`src/hdl/sigma_delta_motion_detect_unit_defines.svh`:
```
// Assertion helpers shared by the motion detect modules.
// Each macro expects the module to have clk and rst_n in scope.
`ifndef SIGMA_DELTA_MOTION_DETECT_UNIT_DEFINES_SVH
`define SIGMA_DELTA_MOTION_DETECT_UNIT_DEFINES_SVH

// Same-cycle implication, checked on every rising edge outside reset.
`define SDMD_ASSERT_IMP(lbl, ante, cons, msg) \
  lbl: assert property (@(posedge clk) disable iff (!rst_n) (ante) |-> (cons)) \
    else $error(msg);

// Next-cycle implication, checked on every rising edge outside reset.
`define SDMD_ASSERT_NEXT(lbl, ante, cons, msg) \
  lbl: assert property (@(posedge clk) disable iff (!rst_n) (ante) |=> (cons)) \
    else $error(msg);

`endif

```
`src/hdl/sdmd_pkg.sv`:
```
`timescale 1ns / 1ps

package sdmd_pkg;

  localparam int PIXEL_COUNT_DEF = 65536;

  localparam int PIX_W      = 8;
  localparam int ADDR_IN_W  = 16;
  localparam int GAIN_W     = 4;
  localparam int CFG_IDX_W  = 2;
  localparam int CFG_DATA_W = 8;

  // Configuration register indexes.
  localparam logic [CFG_IDX_W-1:0] CFG_GAIN    = 2'd0;
  localparam logic [CFG_IDX_W-1:0] CFG_DEV_MIN = 2'd1;
  localparam logic [CFG_IDX_W-1:0] CFG_DEV_MAX = 2'd2;

  localparam logic [GAIN_W-1:0] GAIN_RST    = 4'd3;
  localparam logic [PIX_W-1:0]  DEV_MIN_RST = 8'd1;
  localparam logic [PIX_W-1:0]  DEV_MAX_RST = 8'd254;

  typedef struct packed {
    logic [GAIN_W-1:0] gain;
    logic [PIX_W-1:0]  dev_min;
    logic [PIX_W-1:0]  dev_max;
  } cfg_t;

  // Per-stage control and pixel that travel with the address.
  typedef struct packed {
    logic             valid;
    logic             init;
    logic [PIX_W-1:0] pixel;
  } tag_t;

  // One entry of the state memory.
  typedef struct packed {
    logic [PIX_W-1:0] bg;
    logic [PIX_W-1:0] dev;
  } entry_t;

  typedef struct packed {
    logic             label;
    logic [PIX_W-1:0] difference;
    logic [PIX_W-1:0] background;
    logic [PIX_W-1:0] deviation;
  } res_t;

endpackage

```
`src/hdl/sdmd_addr.sv`:
```
`timescale 1ns / 1ps
`include "sigma_delta_motion_detect_unit_defines.svh"

// Reduces the incoming address modulo PIXEL_COUNT in three stages:
// multiply by a reciprocal, multiply back, then subtract and correct once.
module sdmd_addr #(
  parameter int PIXEL_COUNT = sdmd_pkg::PIXEL_COUNT_DEF,
  localparam int AW = (PIXEL_COUNT > 1) ? $clog2(PIXEL_COUNT) : 1
) (
  input  logic                           clk,
  input  logic                           rst_n,
  input  logic                           en,
  input  logic                           in_valid,
  input  logic                           in_init,
  input  logic [sdmd_pkg::PIX_W-1:0]     in_pixel,
  input  logic [sdmd_pkg::ADDR_IN_W-1:0] in_addr,
  output sdmd_pkg::tag_t                 tag,
  output logic [AW-1:0]                  addr
);

  localparam int PW = $clog2(PIXEL_COUNT + 1);
  localparam int RW = (PW > 17) ? PW : 17;
  localparam logic [32:0]   RECIP = 33'((64'd1 << 32) / PIXEL_COUNT);
  localparam logic [RW-1:0] P_R   = RW'(PIXEL_COUNT);

  sdmd_pkg::tag_t s1_tag_r, s2_tag_r, s3_tag_r;
  logic [15:0]    s1_a_r, s2_a_r;
  logic [48:0]    s1_prod_r;
  logic [48:0]    prod_nxt;
  logic [16:0]    quot;
  logic [RW+16:0] qp_full;
  logic [16:0]    s2_qp_r;
  logic [RW-1:0]  r_est, r_fix;
  logic [AW-1:0]  s3_addr_r;

  // The quotient estimate is low by at most one, so the remainder is below 2*PIXEL_COUNT.
  assign prod_nxt = 49'(in_addr) * 49'(RECIP);
  assign quot     = s1_prod_r[48:32];
  assign qp_full  = (RW + 17)'(quot) * (RW + 17)'(P_R);
  assign r_est    = RW'(s2_a_r) - RW'(s2_qp_r);
  assign r_fix    = (r_est >= P_R) ? (r_est - P_R) : r_est;

  always_ff @(posedge clk) begin
    if (!rst_n) begin
      s1_tag_r.valid <= 1'b0;
      s2_tag_r.valid <= 1'b0;
      s3_tag_r.valid <= 1'b0;
    end else if (en) begin
      s1_tag_r  <= '{valid: in_valid, init: in_init, pixel: in_pixel};
      s1_a_r    <= in_addr;
      s1_prod_r <= prod_nxt;
      s2_tag_r  <= s1_tag_r;
      s2_a_r    <= s1_a_r;
      s2_qp_r   <= qp_full[16:0];
      s3_tag_r  <= s2_tag_r;
      s3_addr_r <= AW'(r_fix);
    end
  end

  assign tag  = s3_tag_r;
  assign addr = s3_addr_r;

  `SDMD_ASSERT_IMP(a_addr_range, s3_tag_r.valid, (RW'(s3_addr_r) < P_R), "address not reduced")

endmodule

```
`config.mk`:
```
export PLATFORM = sky130hd
export DESIGN_NAME = sdmd_addr
export DESIGN_NICKNAME = d
export VERILOG_FILES = /design/src/hdl/sdmd_pkg.sv /design/src/hdl/sdmd_addr.sv
export VERILOG_INCLUDE_DIRS = /design/src /design/src/hdl
export SDC_FILE = /design/constraint.sdc
export NUM_CORES = 1
export LEC_CHECK = 0
export BUFFER_PORTS_ARGS = -buffer_cell sky130_fd_sc_hd__buf_2
export CORE_ASPECT_RATIO = 0.8
export CORE_MARGIN = 10
export CORE_UTILIZATION = 50
export CTS_BUF_LIST = sky130_fd_sc_hd__clkbuf_4 sky130_fd_sc_hd__clkbuf_8 sky130_fd_sc_hd__clkbuf_16
export CTS_CLUSTER_DIAMETER = 80
export DETAILED_ROUTE_END_ITERATION = 8
export HOLD_SLACK_MARGIN = 0.15
export PLACE_DENSITY_LB_ADDON = 0.25
export SYNTH_ARGS = -nofsm -noshare
export SYNTH_HDL_FRONTEND = slang
export SYNTH_SLANG_ARGS = --single-unit
```
`constraint.sdc`:
```
create_clock -name clk -period 1.8 [get_ports clk]
set_input_delay 0.09 -clock clk [delete_from_list [all_inputs] [get_ports clk]]
set_output_delay 0.09 -clock clk [all_outputs]
set_load 0.1 [all_outputs]
```
-- After elaboration in Yosys (flattened, before gate mapping)
Cells that the tools add are included.
- memory bits (writable): 0
- word-level logic and storage cells: 16
- memories: 0
- bits in read-only memories: 0
- output and inout port bits: 26
- input port bits: 29
- bits in registers: 78
- bits in latches: 0
- multiply operators: 0
- equality and inequality tests: 0
- reduce and logical (&&, ||, !) cells: 1
- mux-type cells: 1
- bitwise gates (word level): 0
- add/subtract/negate cells: 1
- divide/modulo/power cells: 0
- shifts and indexed selects: 0
- magnitude comparators: 1
- operator list (cell ; number):
    $ge A16 B17 Y1 const B ; 1
    $mux W16 ; 1
    $sub A16 B1 Y16 const B ; 1
    $reduce_and A2 Y1 ; 1

-- Logic depth before layout (Yosys ltp)
- word-level depth: 2
- gate-level depth with buffers: 2
- mapped depth without buffers: 2

-- Worst setup path before layout
No wires, ideal clock.
- path kind: input to register
- start: input rst_n
- end: register s3_addr_r[0] (netlist: addr[0]), enable pin
- path buffers: 0
- stages: 1
- data arrival time: 1074 ps
- library setup time: 400 ps
- path slack: 326 ps
- data required time: 1400 ps
- cells stage by stage: and2_2
- longest elaborated chain between the ends: 1
- ends and longest elaborated chain (what ; line ; text):
    start: declaration ; sdmd_addr.sv:11 ; input logic rst_n,
    $reduce_and A2 Y1 (no source line) ; - ;
    end signal: assignment ; sdmd_addr.sv:56 ; s3_addr_r <= AW'(r_fix);
    end: declaration ; sdmd_addr.sv:34 ; logic [AW-1:0] s3_addr_r;
No other way between the ends.
A chain may end at the register's enable or synchronous reset.

==> results.tsv <==
stage	metric	value	unit
floorplan	Die Outline Area	7910	um^2
synth	synthesized instance count	85	
global_routing	pin count of the biggest net entering global routing	76	
power	clock share of power	0.298	
hold_path	worst-case hold path end point	addr[11]	
synth	number of unique standard cell types used by synthesis	5	
timing	total setup violations reported at the end of the flow	0	
clock_network	# clock sinks	78	
setup_path	cell-by-cell trace of the critical path	dlygate4sd3_1 > buf_2 > mux2i_1 > nor2b_1 > dlygate4sd3_1	
finish	P&R area growth vs syn	33.5	%
clock_network	clock buffers created by TritonCTS	9	
setup_path	arrival time at the worst endpoint	1.63	ns
floorplan	die span in y	81.6	um
clock_network	TritonCTS clock tree	yes	
routing	wirelength, routed	3610	um
synth	total of warnings raised by yosys	0	
setup_path	critical path startpoint category	input pin	
finish	number of antenna cells inserted	0	
power	internal power contribution	2.64	mW
power	proportion of power drawn by flip-flops and latches	0.628	
placed_design	HPWL after detailed placement	2170	um
finish	post-route core utilization	0.688	
power	Static Leakage	1.17	nW
synth	share of synthesized area spent on multiplexers	0.0127	
placed_design	cell area reported after detailed placement	2740	um^2
setup_path	setup slack of the worst register-to-register path	0.57	ns
global_routing	total global-route track usage	0.0932	
routing	violation count after the first detailed-routing iteration	60	
floorplan	die width	97.0	um
synth	register area share after synthesis	0.976	
timing	unrepaired setup endpoints after global routing	false	
finish	combined area of the multi-input logic cells	57.6	um^2
floorplan	Boundary Pins	55	
power	combinational cell fraction of total power	0.074	
synth	main combinational cell family by area after synthesis	multiplexers	
floorplan	core area	4600	um^2
setup_path	required time of the worst setup path	2.01	ns
synth	synthesis-stage register bit count	78	
finish	proportion of layout cells with a drive suffix above 1	0.368	
routing	Avg Vias per Cell	4.48	
setup_path	R2R depth	3	
synth	xor/xnor cell area share of the yosys netlist	0	
setup_path	worst flop-to-flop path endpoint	s1_tag_r[9]	
floorplan	starting density of the core	0.515	
global_routing	via count of the first global-routing pass	1168	
global_routing	GR Overflow Total	0	
synth	share of synthesized cell area in and, or, nand and nor gates	0.0111	
setup_path	kind of critical path	in2reg	
setup_path	cell class contributing the biggest share of worst-path delay	buffers and inverters	
setup_path	critical register-to-register path startpoint	s1_tag_r[9]	
placed_design	weighted congestion reported at the end of routability-driven placement	0.657	
routing	detailed-router iteration count before antenna repair	4	
setup_path	Buf+Inv Stages, Crit Path	3	
timing	final-layout setup total negative slack	0	ns
timing	Least-Margin Pin Slew	0.494	ns
setup_path	most frequent cell on the critical path	sky130_fd_sc_hd__dlygate4sd3_1	
hold_path	worst hold-check path type	reg2reg	
clock_network	post-CTS setup-driven buffer insertion count	0	
clock_network	maximum level of the CTS H-tree	3	
routing	drt wl/cell	14.9	um
clock_network	Reg clk slew, reported paths	0.07	ns
synth	share of the synthesized area in compound gates (AO/OA/AOI/OAI)	0	
timing	headroom to the max-slew limit	0.673	
placed_design	number of cells in the design after placement	200	
timing	number of max-slew violations in the final report	0	
setup_path	worst-path cell with the longest stage delay	sky130_fd_sc_hd__dlygate4sd3_1	
clock_network	Skew-Pair Late Insertion Delay	0.32	ns
synth	Synth Area per Inst	27.9	um^2
timing	final critical-path required period	1.41	ns
routing	count of antenna-violating nets left after detailed routing	0	
finish	filler-free cell count of the finished design	242	
run	number of max-cap violations	0	
power	power per cell area	1060	nW/um^2
setup_path	largest stage delay on the critical path	0.56	ns
routing	via count	1083	
power	Sw Ratio	0.209	
timing	FMAX	707	MHz
synth	Mapped Area	2370	um^2
outcome	status	completed	
power	net load switching power	696	uW
global_routing	initial antenna violation count	0	
finish	number of fillers in the final layout	296	
timing	Hold Vio Cnt, Final	0	
clock_network	largest buffer count on any clock path	2	
clock_network	CTS Root Cell	sky130_fd_sc_hd__clkbuf_8	
finish	Reg area	2310	um^2
hold_path	worst hold start	s2_a_r[11]	
power	Max IR drop VDD	734	uV
placed_design	I/O Buffers	54	
setup_path	type of destination of the critical path	flip-flop	
hold_path	cell depth of the worst min-delay path	0	
synth	syn_nets	114	
floorplan	Std-Cell Rows	22	
global_routing	global-route wire length before repair	5580	um
finish	fin nets	208	
timing	Final Cycle Share	0.786	
setup_path	Max Fanout on Critical Path	4	
timing	skew final	0.00215	ns
finish	area of all placed cells without fillers	3160	um^2
setup_path	Stages on worst setup path	5	
synth	Adder-Cell Fraction of Synth Area	0	
routing	DRC	0	
## power groups by stage
stage	clock [mW]	sequential (mW)	combinational, mW
2_1_floorplan	0	2.24	0.0290
3_3_place_gp	0	2.13	0.195
3_5_place_dp	0	2.14	0.199
4_1_cts	1.04	2.10	0.246
5_1_grt	1.12	2.10	0.260
6_report	0.995	2.10	0.247
## per-layer routing
layer / part of all wire / up-vias / track usage
met5: 0 / - / 0
met4: 0.0011 / 0 / 0.0353
met3: 0.075 / 2 / 0.0570
met2: 0.54 / 44 / 0.159
met1: 0.39 / 513 / 0.0931
li1: - / 524 / -
## worst max path at each step
stage                  endpoint  slack [ns]   from
global route        s1_tag_r[9]        0.33     en
CTS                 s1_tag_r[9]        0.47     en
finish              s1_tag_r[9]        0.39     en
floorplan               addr[0]        0.33  rst_n
detailed placement  s2_tag_r[8]        0.71     en
global placement         tag[8]        0.75     en
## sequential cells by signal, summed over array words and instances, names as in the netlist
name,count
tag,10
addr,16
s2_a_r,16
s2_tag_r,10
s1_tag_r,10
s1_a_r,16
## cell usage after synthesis, drive strengths merged
library cell  number  area share
and2               1      0.0032
dfxtp              3       0.025
edfxtp            75        0.95
mux2i              3       0.013
nor2b              3      0.0079
## placed cells by master (no fill, tap or decap)
cell type	count
sky130_fd_sc_hd__clkbuf_8	9
sky130_fd_sc_hd__dlygate4sd3_1	28
sky130_fd_sc_hd__mux2i_1	3
sky130_fd_sc_hd__dfxtp_1	3
sky130_fd_sc_hd__buf_12	1
sky130_fd_sc_hd__clkinv_2	1
sky130_fd_sc_hd__nor2b_1	3
sky130_fd_sc_hd__edfxtp_1	75
sky130_fd_sc_hd__clkbuf_4	1
sky130_fd_sc_hd__buf_2	54
sky130_fd_sc_hd__and2_4	1
sky130_fd_sc_hd__clkinv_1	3
## cell type report
class | instances | share of cell area
Tap cell | 60 | 0.0237
Clock inverter | 4 | 0.00514
Sequential cell | 78 | 0.731
Clock buffer | 10 | 0.0415
Timing Repair Buffer | 83 | 0.180
Multi-Input combinational cell | 7 | 0.0182
## kinds of logic (layout without fill, tap and decap cells)
| logic type | count (synthesis) | in the layout |
|---|---|---|
| flops | 78 | 78 |
| simple gates | 4 | 4 |
| buf+inv | 0 | 97 |
| mux | 3 | 3 |
## per-stage QoR
step	hold slack (ns)	setup slack [ns]	power [mW]
after floorplan	0.189	0.326	2.27
after global placement	0.267	0.749	2.32
after detailed placement	0.268	0.711	2.33
after CTS	0.415	0.470	3.38
after global routing	0.418	0.331	3.48
final	0.419	0.385	3.34
## timing repair
item	CTS	global route
hold endpoints to repair	28	0
resized for setup	0	0
hold buffers	28	0
No activity file was read; power rests on OpenSTA's default activity.
