--- src/hdl/sigma_delta_motion_detect_unit_defines.svh ---
// Assertion helpers shared by the motion detect modules.
// Each macro expects the module to have clk and rst_n in scope.
`ifndef SIGMA_DELTA_MOTION_DETECT_UNIT_DEFINES_SVH
`define SIGMA_DELTA_MOTION_DETECT_UNIT_DEFINES_SVH

// Same-cycle implication, checked on every rising edge outside reset.
`define SDMD_ASSERT_IMP(lbl, ante, cons, msg) \
  lbl: assert property (@(posedge clk) disable iff (!rst_n) (ante) |-> (cons)) \
    else $error(msg);

// Next-cycle implication, checked on every rising edge outside reset.
`define SDMD_ASSERT_NEXT(lbl, ante, cons, msg) \
  lbl: assert property (@(posedge clk) disable iff (!rst_n) (ante) |=> (cons)) \
    else $error(msg);

`endif

--- src/hdl/sdmd_pkg.sv ---
`timescale 1ns / 1ps

package sdmd_pkg;

  localparam int PIXEL_COUNT_DEF = 65536;

  localparam int PIX_W      = 8;
  localparam int ADDR_IN_W  = 16;
  localparam int GAIN_W     = 4;
  localparam int CFG_IDX_W  = 2;
  localparam int CFG_DATA_W = 8;

  // Configuration register indexes.
  localparam logic [CFG_IDX_W-1:0] CFG_GAIN    = 2'd0;
  localparam logic [CFG_IDX_W-1:0] CFG_DEV_MIN = 2'd1;
  localparam logic [CFG_IDX_W-1:0] CFG_DEV_MAX = 2'd2;

  localparam logic [GAIN_W-1:0] GAIN_RST    = 4'd3;
  localparam logic [PIX_W-1:0]  DEV_MIN_RST = 8'd1;
  localparam logic [PIX_W-1:0]  DEV_MAX_RST = 8'd254;

  typedef struct packed {
    logic [GAIN_W-1:0] gain;
    logic [PIX_W-1:0]  dev_min;
    logic [PIX_W-1:0]  dev_max;
  } cfg_t;

  // Per-stage control and pixel that travel with the address.
  typedef struct packed {
    logic             valid;
    logic             init;
    logic [PIX_W-1:0] pixel;
  } tag_t;

  // One entry of the state memory.
  typedef struct packed {
    logic [PIX_W-1:0] bg;
    logic [PIX_W-1:0] dev;
  } entry_t;

  typedef struct packed {
    logic             label;
    logic [PIX_W-1:0] difference;
    logic [PIX_W-1:0] background;
    logic [PIX_W-1:0] deviation;
  } res_t;

endpackage

--- src/hdl/sdmd_update.sv ---
`timescale 1ns / 1ps

// Update stage: steps background and deviation, or loads them for an init word,
// forms the label, writes the entry back and registers the result word.
module sdmd_update #(
  parameter int PIXEL_COUNT = sdmd_pkg::PIXEL_COUNT_DEF,
  localparam int AW = (PIXEL_COUNT > 1) ? $clog2(PIXEL_COUNT) : 1
) (
  input  logic             clk,
  input  logic             rst_n,
  input  logic             en,
  input  sdmd_pkg::tag_t   s3_tag,
  input  logic [AW-1:0]    s3_addr,
  input  sdmd_pkg::entry_t cur,
  input  sdmd_pkg::cfg_t   cfg,
  output logic             wr_en,
  output logic [AW-1:0]    wr_addr,
  output sdmd_pkg::entry_t wr_data,
  output logic             out_valid,
  output sdmd_pkg::res_t   res
);

  sdmd_pkg::tag_t s4_tag_r;
  logic [AW-1:0]  s4_addr_r;
  logic           out_valid_r;
  sdmd_pkg::res_t res_r;
  sdmd_pkg::res_t res_nxt;

  logic [7:0]  pix, bg_c, diff_c, dev_c;
  logic [11:0] target_c;
  logic [8:0]  dev_step_c;

  assign pix = s4_tag_r.pixel;

  always_comb begin
    bg_c = cur.bg;
    if (cur.bg < pix) begin
      bg_c = cur.bg + 8'd1;
    end else if (cur.bg > pix) begin
      bg_c = cur.bg - 8'd1;
    end
    diff_c   = (bg_c > pix) ? (bg_c - pix) : (pix - bg_c);
    target_c = 12'(cfg.gain) * 12'(diff_c);

    // Nine bits so that a step up from 255 does not wrap before the clamp.
    dev_step_c = 9'(cur.dev);
    if (12'(cur.dev) < target_c) begin
      dev_step_c = 9'(cur.dev) + 9'd1;
    end else if (12'(cur.dev) > target_c) begin
      dev_step_c = 9'(cur.dev) - 9'd1;
    end
    if (dev_step_c > 9'(cfg.dev_max)) begin
      dev_step_c = 9'(cfg.dev_max);
    end
    if (dev_step_c < 9'(cfg.dev_min)) begin
      dev_step_c = 9'(cfg.dev_min);
    end
    dev_c = dev_step_c[7:0];

    if (s4_tag_r.init) begin
      res_nxt = '{label: 1'b0, difference: 8'd0, background: pix, deviation: cfg.dev_min};
    end else begin
      res_nxt = '{label: (diff_c >= dev_c), difference: diff_c, background: bg_c,
                  deviation: dev_c};
    end
  end

  always_ff @(posedge clk) begin
    if (!rst_n) begin
      s4_tag_r.valid <= 1'b0;
      out_valid_r    <= 1'b0;
    end else if (en) begin
      s4_tag_r    <= s3_tag;
      s4_addr_r   <= s3_addr;
      out_valid_r <= s4_tag_r.valid;
      res_r       <= res_nxt;
    end
  end

  assign wr_en     = s4_tag_r.valid;
  assign wr_addr   = s4_addr_r;
  assign wr_data   = '{bg: res_nxt.background, dev: res_nxt.deviation};
  assign out_valid = out_valid_r;
  assign res       = res_r;

endmodule

--- config.mk ---
export PLATFORM = sky130hd
export DESIGN_NAME = sdmd_update
export DESIGN_NICKNAME = d
export VERILOG_FILES = /design/src/hdl/sigma_delta_motion_detect_unit_defines.svh /design/src/hdl/sdmd_pkg.sv /design/src/hdl/sdmd_update.sv
export SDC_FILE = /design/constraint.sdc
export NUM_CORES = 1
export LEC_CHECK = 0
export BUFFER_PORTS_ARGS = -buffer_cell sky130_fd_sc_hd__buf_4
export CORE_MARGIN = 2
export CORE_UTILIZATION = 55
export CTS_CLUSTER_DIAMETER = 40
export DETAILED_ROUTE_END_ITERATION = 8
export PLACE_DENSITY = 0.81
export SLEW_MARGIN = 0
export SYNTH_ARGS = -nofsm -noshare
export SYNTH_HDL_FRONTEND = slang
export SYNTH_SLANG_ARGS = --single-unit
--- constraint.sdc ---
create_clock -name clk -period 38.8 [get_ports clk]
set_clock_uncertainty 0.15 [all_clocks]
set_input_delay 3.88 -clock clk [delete_from_list [all_inputs] [get_ports clk]]
set_output_delay 3.88 -clock clk [all_outputs]
set_load 0.005 [all_outputs]
---- Yosys cells after proc, flatten, opt, wreduce, memory -nomap -nowiden ----
Cells that the tools add are included.
W data, S select, Z words.
cells by class
  add/subtract/negate cells ............... 6
  multiply operators ...................... 1
  magnitude comparators ................... 8
  mux-type cells .......................... 8
  reduce and logical (&&, ||, !) cells .... 1
operator list
  cell                   count
  $mux W8                4
  $mux W9                3
  $gt A8 B8 Y1           2
  $mux W16               1
  $sub A8 B8 Y8          2
  $gt A8 B12 Y1          1
  $lt A8 B12 Y1          1
  $mul A4 B8 Y12         1
  $add A8 B1 Y9 const B  1
  $gt A9 B8 Y1           1
  $lt A9 B8 Y1           1
  $sub A8 B1 Y9 const B  1
  $add A8 B1 Y8 const B  1
  $ge A8 B8 Y1           1
  $lt A8 B8 Y1           1
  $sub A8 B1 Y8 const B  1
  $reduce_and A2 Y1      1
storage, ports and cells
  register bits ........................... 52
  input port bits ......................... 65
  output and inout port bits .............. 59
  word-level logic and storage cells ...... 33

---- Logic depth before layout (Yosys ltp) ----
Gate-level depths: netlist of the first run.
  depth in word-level cells ............... 14
  mapped depth ............................ 69

---- Least setup slack after synthesis of the first run ----
OpenSTA, ideal clock, no wires.
  path kind ............................... input -> output
  start ................................... input port cur[9] (netlist name)
  end ..................................... output port wr_data[0] (netlist name)
  data arrival time ....................... 14.886 ns
  path slack .............................. 19.884 ns
  stages .................................. 57
  cell sequence ........................... ha_1 > nor2b_1 > o21ai_0 > nand2b_1 > a21oi_1 > o21ai_0 > clkbuf_1 > nand3_1 > o21ai_0 > xnor2_1 > inv_1 > ha_1 > nor2b_1 > o21ai_0 > a21oi_1 > o32ai_1 > buf_2 > mux2i_1 > [21 not listed] > xnor2_1 > ha_1 > a21o_1 > a21o_1 > a21o_1 > a211o_1 > a32o_1 > nor2_2 > mux2_2 > ha_1 > a21oi_1 > nor2b_1 > o21ai_0 > nand2b_1 > a21oi_1 > o21ai_0 > a22oi_4 > mux2_2
RTL lines
  what         RTL line           source
  from (decl)  sdmd_update.sv:14  input sdmd_pkg::entry_t cur,
  to (decl)    sdmd_update.sv:18  output sdmd_pkg::entry_t wr_data,

==> summary.md, run 1 <==
| Metric | Value |
|---|---|
| CTS hold repair buffers | `0` |
| Vias in the first global route | `4299` |
| Std cell rows | `35` |
| CP max stage delay | `0.90 ns` |
| Slew Viols, Final | `0` |
| Routed Antenna Nets | `0` |
| Synth top area share | `28.26%` |
| Share of layout cells above drive strength 1 | `25.38%` |
| Syn_area_per_cell | `9.748 um^2` |
| Tcrit/Tclk final | `54.18%` |
| Pwr dens | `52.42 mW/mm^2` |
| Fillers | `750` |
| Most common library cell in the layout ignoring fill and taps | `buf_4` |
| DRT iter0 DRCs | `143` |
| Syn Nets | `698` |
| Most used flip-flop cell after synthesis | `edfxtp_1` |
| I/O pin count | `124` |
| WL/cell | `15.39 um` |
| Area Overhead vs Synth | `21.29%` |
| Most frequent cells in the layout | `124 x buf_4, 74 x ha_1, 68 x inv_1` |
| Final worst path period need | `21.02 ns` |
| # setup viols final | `0` |
| Mux cell area share after synthesis | `9.067%` |
| Largest area contributor in the netlist | `edfxtp_1` |
| Post-Syn Area | `0.005313 mm^2` |
| Hold crit path type | `flop to flop` |
| GP Congestion | `0.9090` |
| XOR/XNOR Fraction of Synth Area | `4.098%` |
| CP required | `34.77 ns` |
| Unrepaired setup endpoints after global routing | `no` |
| Main area contributors after synthesis | `edfxtp_1 28%, ha_1 17%, fa_1 5.3%` |
| Core Footprint | `0.009328 mm^2` |
| Setup_tns | `0 ns` |
| Simple-Gate Fraction of Synth Area | `16.56%` |
| Initial antenna violation count | `0` |
| Flops & latches, synth | `52` |
| First-pass GRT wire length | `19780 um` |
| Pre-CTS setup slack | `17.89 ns` |
| VDD IR max | `0.03311 mV` |
| Post-synth EDFFs | `50` |
| CTS tree | `done` |
| Setup CP Type | `input port to output port` |
| Die height | `102.3 um` |
| FFs w/ async S/R, synth | `0%` |
| Routed WL | `12240 um` |
| Outcome | `completed` |
| Final nets | `818` |
| Initial Util | `56.96%` |
| Worst setup margin | `17.78 ns` |
| Max-Cap Viols | `0` |
| Clock root buffer | `clkbuf_8` |
| Synth Instances | `545` |
| Slowest-stage cell, CP | `o21ai_0` |
| Final Hold Fails | `0` |
| CP bufs+invs | `6` |
| Compound-Gate Fraction of Synth Area | `12.58%` |
| Drt drc | `0` |
| Aggregate global routing overflow | `0` |
| Leakage | `3.072 nW` |
| Clock sinks | `52` |
| Largest net degree at the start of global routing | `51` |
| Fmax | `47.57 MHz` |
| # resized after CTS | `0` |
| Synth Area in Adders | `22.70%` |
| Slew HR | `21.21%` |
| Post-synthesis sequential area ratio | `29.02%` |
| Initial DRT Pass Iterations | `5` |
| Synth Warn # | `0` |
| CTS buffer count | `5` |
| CP Data Arrival Time | `16.99 ns` |
| Post-CTS Setup Bufs | `0` |
| Buffers on Ports | `123` |
| Largest family of logic cells by synthesized area | `adder cells` |
| Die area | `0.01046 mm^2` |
| Via count | `4394` |
| CP max FO | `14` |
| Die Span X | `102.3 um` |
| Worst Setup End Kind | `output port` |
| Via-per-instance ratio | `5.527` |
| Critical path's top delay family | `compound AO/OA/AOI/OAI gates` |
| Max Buffers Root-to-Sink | `2` |
| Clock-pin slew on the worst setup and hold paths | `0.10 ns` |
| Startpoint types | `input port` |
| Distinct cells, synth | `65` |
| H-tree levels | `2` |
| # diodes | `0` |
| Worst-Margin Slew | `1.170 ns` |
| Clock latency on the worst-skew pair | `0.32 ns` |
| Total Routing Usage GR | `23.68%` |
| DP Wirelength | `9946 um` |
per-stage QoR:
step	cells	total power, mW	area, um^2	util, %	hold WS [ns]
after CTS	795	0.3371	6444	69.08	0.4118
after detailed placement	787	0.3027	6347	68.05	0.3857
after global placement	787	0.2923	6347	68.05	0.3521
final	795	0.3378	6444	69.08	0.4099
after global routing	795	0.3718	6444	69.08	0.4384
after floorplan	545	0.2510	5313	-	0.3573
path summary, 6_finish.rpt:
path	from	end	slack [ns]	cells after the start
worst min register to register	wr_en	wr_en	0.41	2
worst max-delay path	cur[9]	wr_data[5]	17.78	56
worst min-delay path	wr_en	wr_en	0.41	2
worst max register to register	pix[1]	res[24]	23.44	65
flip-flops by register name, indices dropped and copies added (netlist names):
name	flops
wr_en	1
res	25
pix	8
wr_addr	16
out_valid	1
s4_tag_r	1
report_power, final:
part	switching (mW)	leakage [nW]	internal (mW)
clock	0.0203	0.0463	0.0133
combinational	0.133	2.54	0.102
sequential	0.00174	0.490	0.0669
total	0.155	3.07	0.183
synth_stat cells (14+ instances only):
| cell type | number |
|---|---|
| nand2_1 | 31 |
| nand2b_1 | 16 |
| nor2_1 | 21 |
| mux2_2 | 21 |
| nor2b_1 | 24 |
| fa_1 | 14 |
| inv_1 | 68 |
| a21oi_1 | 26 |
| o21ai_0 | 22 |
| nand3_1 | 14 |
| ha_1 | 74 |
| edfxtp_1 | 50 |
| mux2i_1 | 23 |
| xnor2_1 | 15 |
| a21o_1 | 15 |
| and2_1 | 19 |
area by class of cell:
cell class                      count  area, um^2  share of cell area [%]
Timing Repair Buffer              124       930.9                   14.45
Inverter                           69       259.0                   4.019
Tap cell                          129       161.4                   2.505
Sequential cell                    52        1541                   23.92
Clock inverter                      3       27.53                  0.4272
Clock buffer                        5       68.82                   1.068
Multi-Input combinational cell    413        3455                   53.61
worst reg2reg max path, delay by kind of cell, from the launching register on:
family | cells | cell delay [ns]
AOI/OAI and AO/OA | 30 | 6.43
adders and majority gates | 9 | 3.19
and+or+nand+nor | 14 | 2.47
muxes | 3 | 1.06
xor gates and xnor gates | 4 | 0.83
buffers and inverters | 5 | 0.55
DFF | 1 | 0.43
cell families (layout without fill, tap and decap cells):
kind of cell,after synthesis,in the layout
buf+inv,80,201
mux,45,45
fa+ha+maj,88,88
simple gates,162,162
xor+xnor,24,24
flops,52,52
compound gates,94,94
per-layer routing:
metal,global-route usage [%],vias up,routed length [um]
met4,6.667,0,248
met1,29.19,2086,5176
li1,-,2160,-
met3,3.899,24,551
met5,0,-,0
met2,42.71,124,6258
Power figures use the tool's default switching activity.
==> inputs of run 2 (changes only) <==
- ABC_AREA: default -> 1
- CORE_UTILIZATION: 55 -> 50
- PLACE_DENSITY: 0.81 -> 0.78
- clock period: 38.8 -> 17.5 ns (I/O delays scaled with it)
==> summary.md, run 2 <==
| Metric | Value |
|---|---|
| Outcome | `completed (unchanged)` |
| WL/cell | `13.87 um (was 15.39 um)` |
| Synth Warn # | `0 (unchanged)` |
| Routed Antenna Nets | `0 (unchanged)` |
| Distinct cells, synth | `39 (was 65)` |
| Worst path most repeated cell | `nand2_1` |
| Fillers | `953 (was 750)` |
| Most frequent cells in the layout | `165 x nand2_1, 140 x inv_1, 123 x buf_4 (was 124 x buf_4, 74 x ha_1, 68 x inv_1)` |
| Area Overhead vs Synth | `21.25% (was 21.29%)` |
| GP Congestion | `0.9201 (was 0.9090)` |
| Die height | `107.7 um (was 102.3 um)` |
| CP Launch Point | `cur[9] (unchanged)` |
| Flops & latches, synth | `52 (unchanged)` |
| Initial DRT Pass Iterations | `8 (was 5)` |
| Initial Util | `51.85% (was 56.96%)` |
| Vias in the first global route | `4779 (was 4299)` |
| Count leader, synth | `nand2_1 (was ha_1)` |
| Final Hold Fails | `0 (unchanged)` |
| FFs w/ async S/R, synth | `0% (unchanged)` |
| Post-synthesis sequential area ratio | `28.67% (was 29.02%)` |
| Worst Setup End Kind | `output port (unchanged)` |
| Largest net degree at the start of global routing | `51 (unchanged)` |
| Fmax | `67.56 MHz` |
| End point of the critical path | `wr_data[4] (was wr_data[5])` |
| Reg-to-reg endpoint | `res[24] (unchanged)` |
| Clock latency on the worst-skew pair | `0.31 ns (was 0.32 ns)` |
| Pwr dens | `207.5 mW/mm^2 (was 52.42 mW/mm^2)` |
| Clock root buffer | `clkbuf_8 (unchanged)` |
| Worst reg2reg path depth | `71 (was 65)` |
| Final worst path period need | `14.80 ns` |
| Hold crit path type | `flop to flop (unchanged)` |
| Post-CTS Setup Bufs | `0 (unchanged)` |
| Most common library cell in the layout ignoring fill and taps | `nand2_1 (was buf_4)` |
| Clock sinks | `52 (unchanged)` |
| Commonest cells post-synth | `165 x nand2_1, 141 x inv_1, 74 x ha_1 (was 74 x ha_1, 68 x inv_1, 50 x edfxtp_1)` |
| Unrepaired setup endpoints after global routing | `no (unchanged)` |
| Final cell utilization of the core | `62.86% (was 69.08%)` |
| Routed WL | `13470 um (was 12240 um)` |
| Largest area contributor in the netlist | `edfxtp_1 (unchanged)` |
| Max-Cap Viols | `0 (unchanged)` |
| Slew HR | `33.45% (was 21.21%)` |
| CP max stage delay | `0.78 ns (was 0.90 ns)` |
| Std cell rows | `37 (was 35)` |
| Slowest-stage cell, CP | `a221oi_2 (was o21ai_0)` |
| Max reg flops | `25 (unchanged)` |
| DP Wirelength | `11390 um (was 9946 um)` |
| CP max FO | `13 (was 14)` |
| Initial antenna violation count | `0 (unchanged)` |
| CP bufs+invs | `9 (was 6)` |
| Buffers on Ports | `123 (unchanged)` |
| Via-per-instance ratio | `5.108 (was 5.527)` |
| Worst setup margin | `2.699 ns (was 17.78 ns)` |
| # diodes | `0 (unchanged)` |
| Syn_area_per_cell | `7.562 um^2 (was 9.748 um^2)` |
| Drt drc | `0 (unchanged)` |
| Leakage | `3.534 nW (was 3.072 nW)` |
| Die Span X | `107.7 um (was 102.3 um)` |
| CP required | `15.60 ns (was 34.77 ns)` |
| Final nets | `987 (was 818)` |
| Setup CP Type | `input port to output port (unchanged)` |
| Tcrit/Tclk final | `84.58%` |
| Layout Cell Area excl Fill | `0.006519 mm^2 (was 0.006444 mm^2)` |
| Total power | `1.353 mW (was 0.3378 mW)` |
| H-tree levels | `2 (unchanged)` |
| # setup viols final | `0 (unchanged)` |
| Via count | `4960 (was 4394)` |
| Critical path's top delay family | `simple AND/OR/NAND/NOR gates (was compound AO/OA/AOI/OAI gates)` |
| Worst-Margin Slew | `0.9967 ns (was 1.170 ns)` |
| I/O pin count | `124 (unchanged)` |
| Most used flip-flop cell after synthesis | `edfxtp_1 (unchanged)` |
| Synth top area share | `27.93% (was 28.26%)` |
| Finished Layout Cells | `971 (was 795)` |
| Slew Viols, Final | `0 (unchanged)` |
| First-pass GRT wire length | `21800 um (was 19780 um)` |
| Synth Instances | `711 (was 545)` |
| Total Routing Usage GR | `23.47% (was 23.68%)` |
| Aggregate global routing overflow | `0 (unchanged)` |
| Fin Hold WS | `0.4017 ns (was 0.4099 ns)` |
| Max Buffers Root-to-Sink | `2 (unchanged)` |
| R2r setup slk | `4.46 ns (was 23.44 ns)` |
| Setup_tns | `0 ns (unchanged)` |
| CP Depth | `62 (was 56)` |
| CP Data Arrival Time | `12.90 ns (was 16.99 ns)` |
| FF-to-FF Start | `pix[1] (unchanged)` |
| Post-Syn Area | `0.005376 mm^2 (was 0.005313 mm^2)` |
| Clock-pin slew on the worst setup and hold paths | `0.09 ns (was 0.10 ns)` |
| Post-synth EDFFs | `50 (unchanged)` |
| Syn Nets | `864 (was 698)` |
| Post-DP Area | `0.006429 mm^2 (was 0.006347 mm^2)` |
| CTS tree | `done (unchanged)` |
| CTS buffer count | `5 (unchanged)` |
| Main area contributors after synthesis | `edfxtp_1 28%, ha_1 17%, nand2_1 12% (was edfxtp_1 28%, ha_1 17%, fa_1 5.3%)` |
| Core Footprint | `0.01037 mm^2 (was 0.009328 mm^2)` |
| Cells after DPL | `963 (was 787)` |
| # resized after CTS | `0 (unchanged)` |
| DRT iter0 DRCs | `267 (was 143)` |
| Startpoint types | `input port (unchanged)` |
| VDD IR max | `0.1661 mV (was 0.03311 mV)` |
| Die area | `0.01160 mm^2 (was 0.01046 mm^2)` |
| CTS hold repair buffers | `0 (unchanged)` |
| Pre-CTS setup slack | `2.880 ns (was 17.89 ns)` |
| Share of layout cells above drive strength 1 | `19.04% (was 25.38%)` |
==> run 2: cells by family after synthesis <==
kind of cell,after synthesis,share of synthesized area (%)
buffers and inverters,148,10.61
DFF,52,28.67
AOI/OAI and AO/OA,79,8.308
muxes,1,0.1862
adders and majority gates,88,22.43
xor gates and xnor gates,20,3.258
and+or+nand+nor,323,26.53
==> run 2: final cells by class <==
type,count,area (um^2),area share [%]
multi-input combinational,511,3264,50.08
tap,136,170.2,2.610
clock buffer,5,68.82,1.056
inverter,141,529.3,8.119
clock inverter,3,21.27,0.3263
timing repair buffer,123,923.4,14.17
sequential,52,1541,23.65
==> run 2: worst reg2reg max path, delay by kind of cell, from the launching register on <==
family                   cells  cell delay [ns]
buffers and inverters        9             0.76
flip-flops                   1             0.42
XOR/XNOR                     3             0.89
AND/OR/NAND/NOR             31             4.14
AO/OA/AOI/OAI               19             3.08
adder cells (fa/ha/maj)      9             3.32
==> run 2: how the worst min path moves through the flow <==
stage / from / endpoint / slack (ns) / cells after the start
floorplan: wr_en / out_valid / 0.34 / 2
global placement: wr_en / out_valid / 0.35 / 2
detailed placement: out_valid / out_valid / 0.38 / 2
CTS: out_valid / out_valid / 0.41 / 2
global route: wr_en / out_valid / 0.44 / 2
finish: wr_en / out_valid / 0.40 / 2
==> run 2: metal layers <==
metal	global-route usage (%)	part of all wire, %
met5	0	0
met4	8.242	2.5
met3	3.935	6.8
met2	41.55	48
met1	28.68	43
==> run 2: where the power goes <==
group          switching, mW  internal, mW  leakage [nW]
Sequential           0.00678         0.161         0.490
Clock                 0.0407        0.0284        0.0445
Combinational          0.690         0.426          3.00
Total                  0.738         0.615          3.53
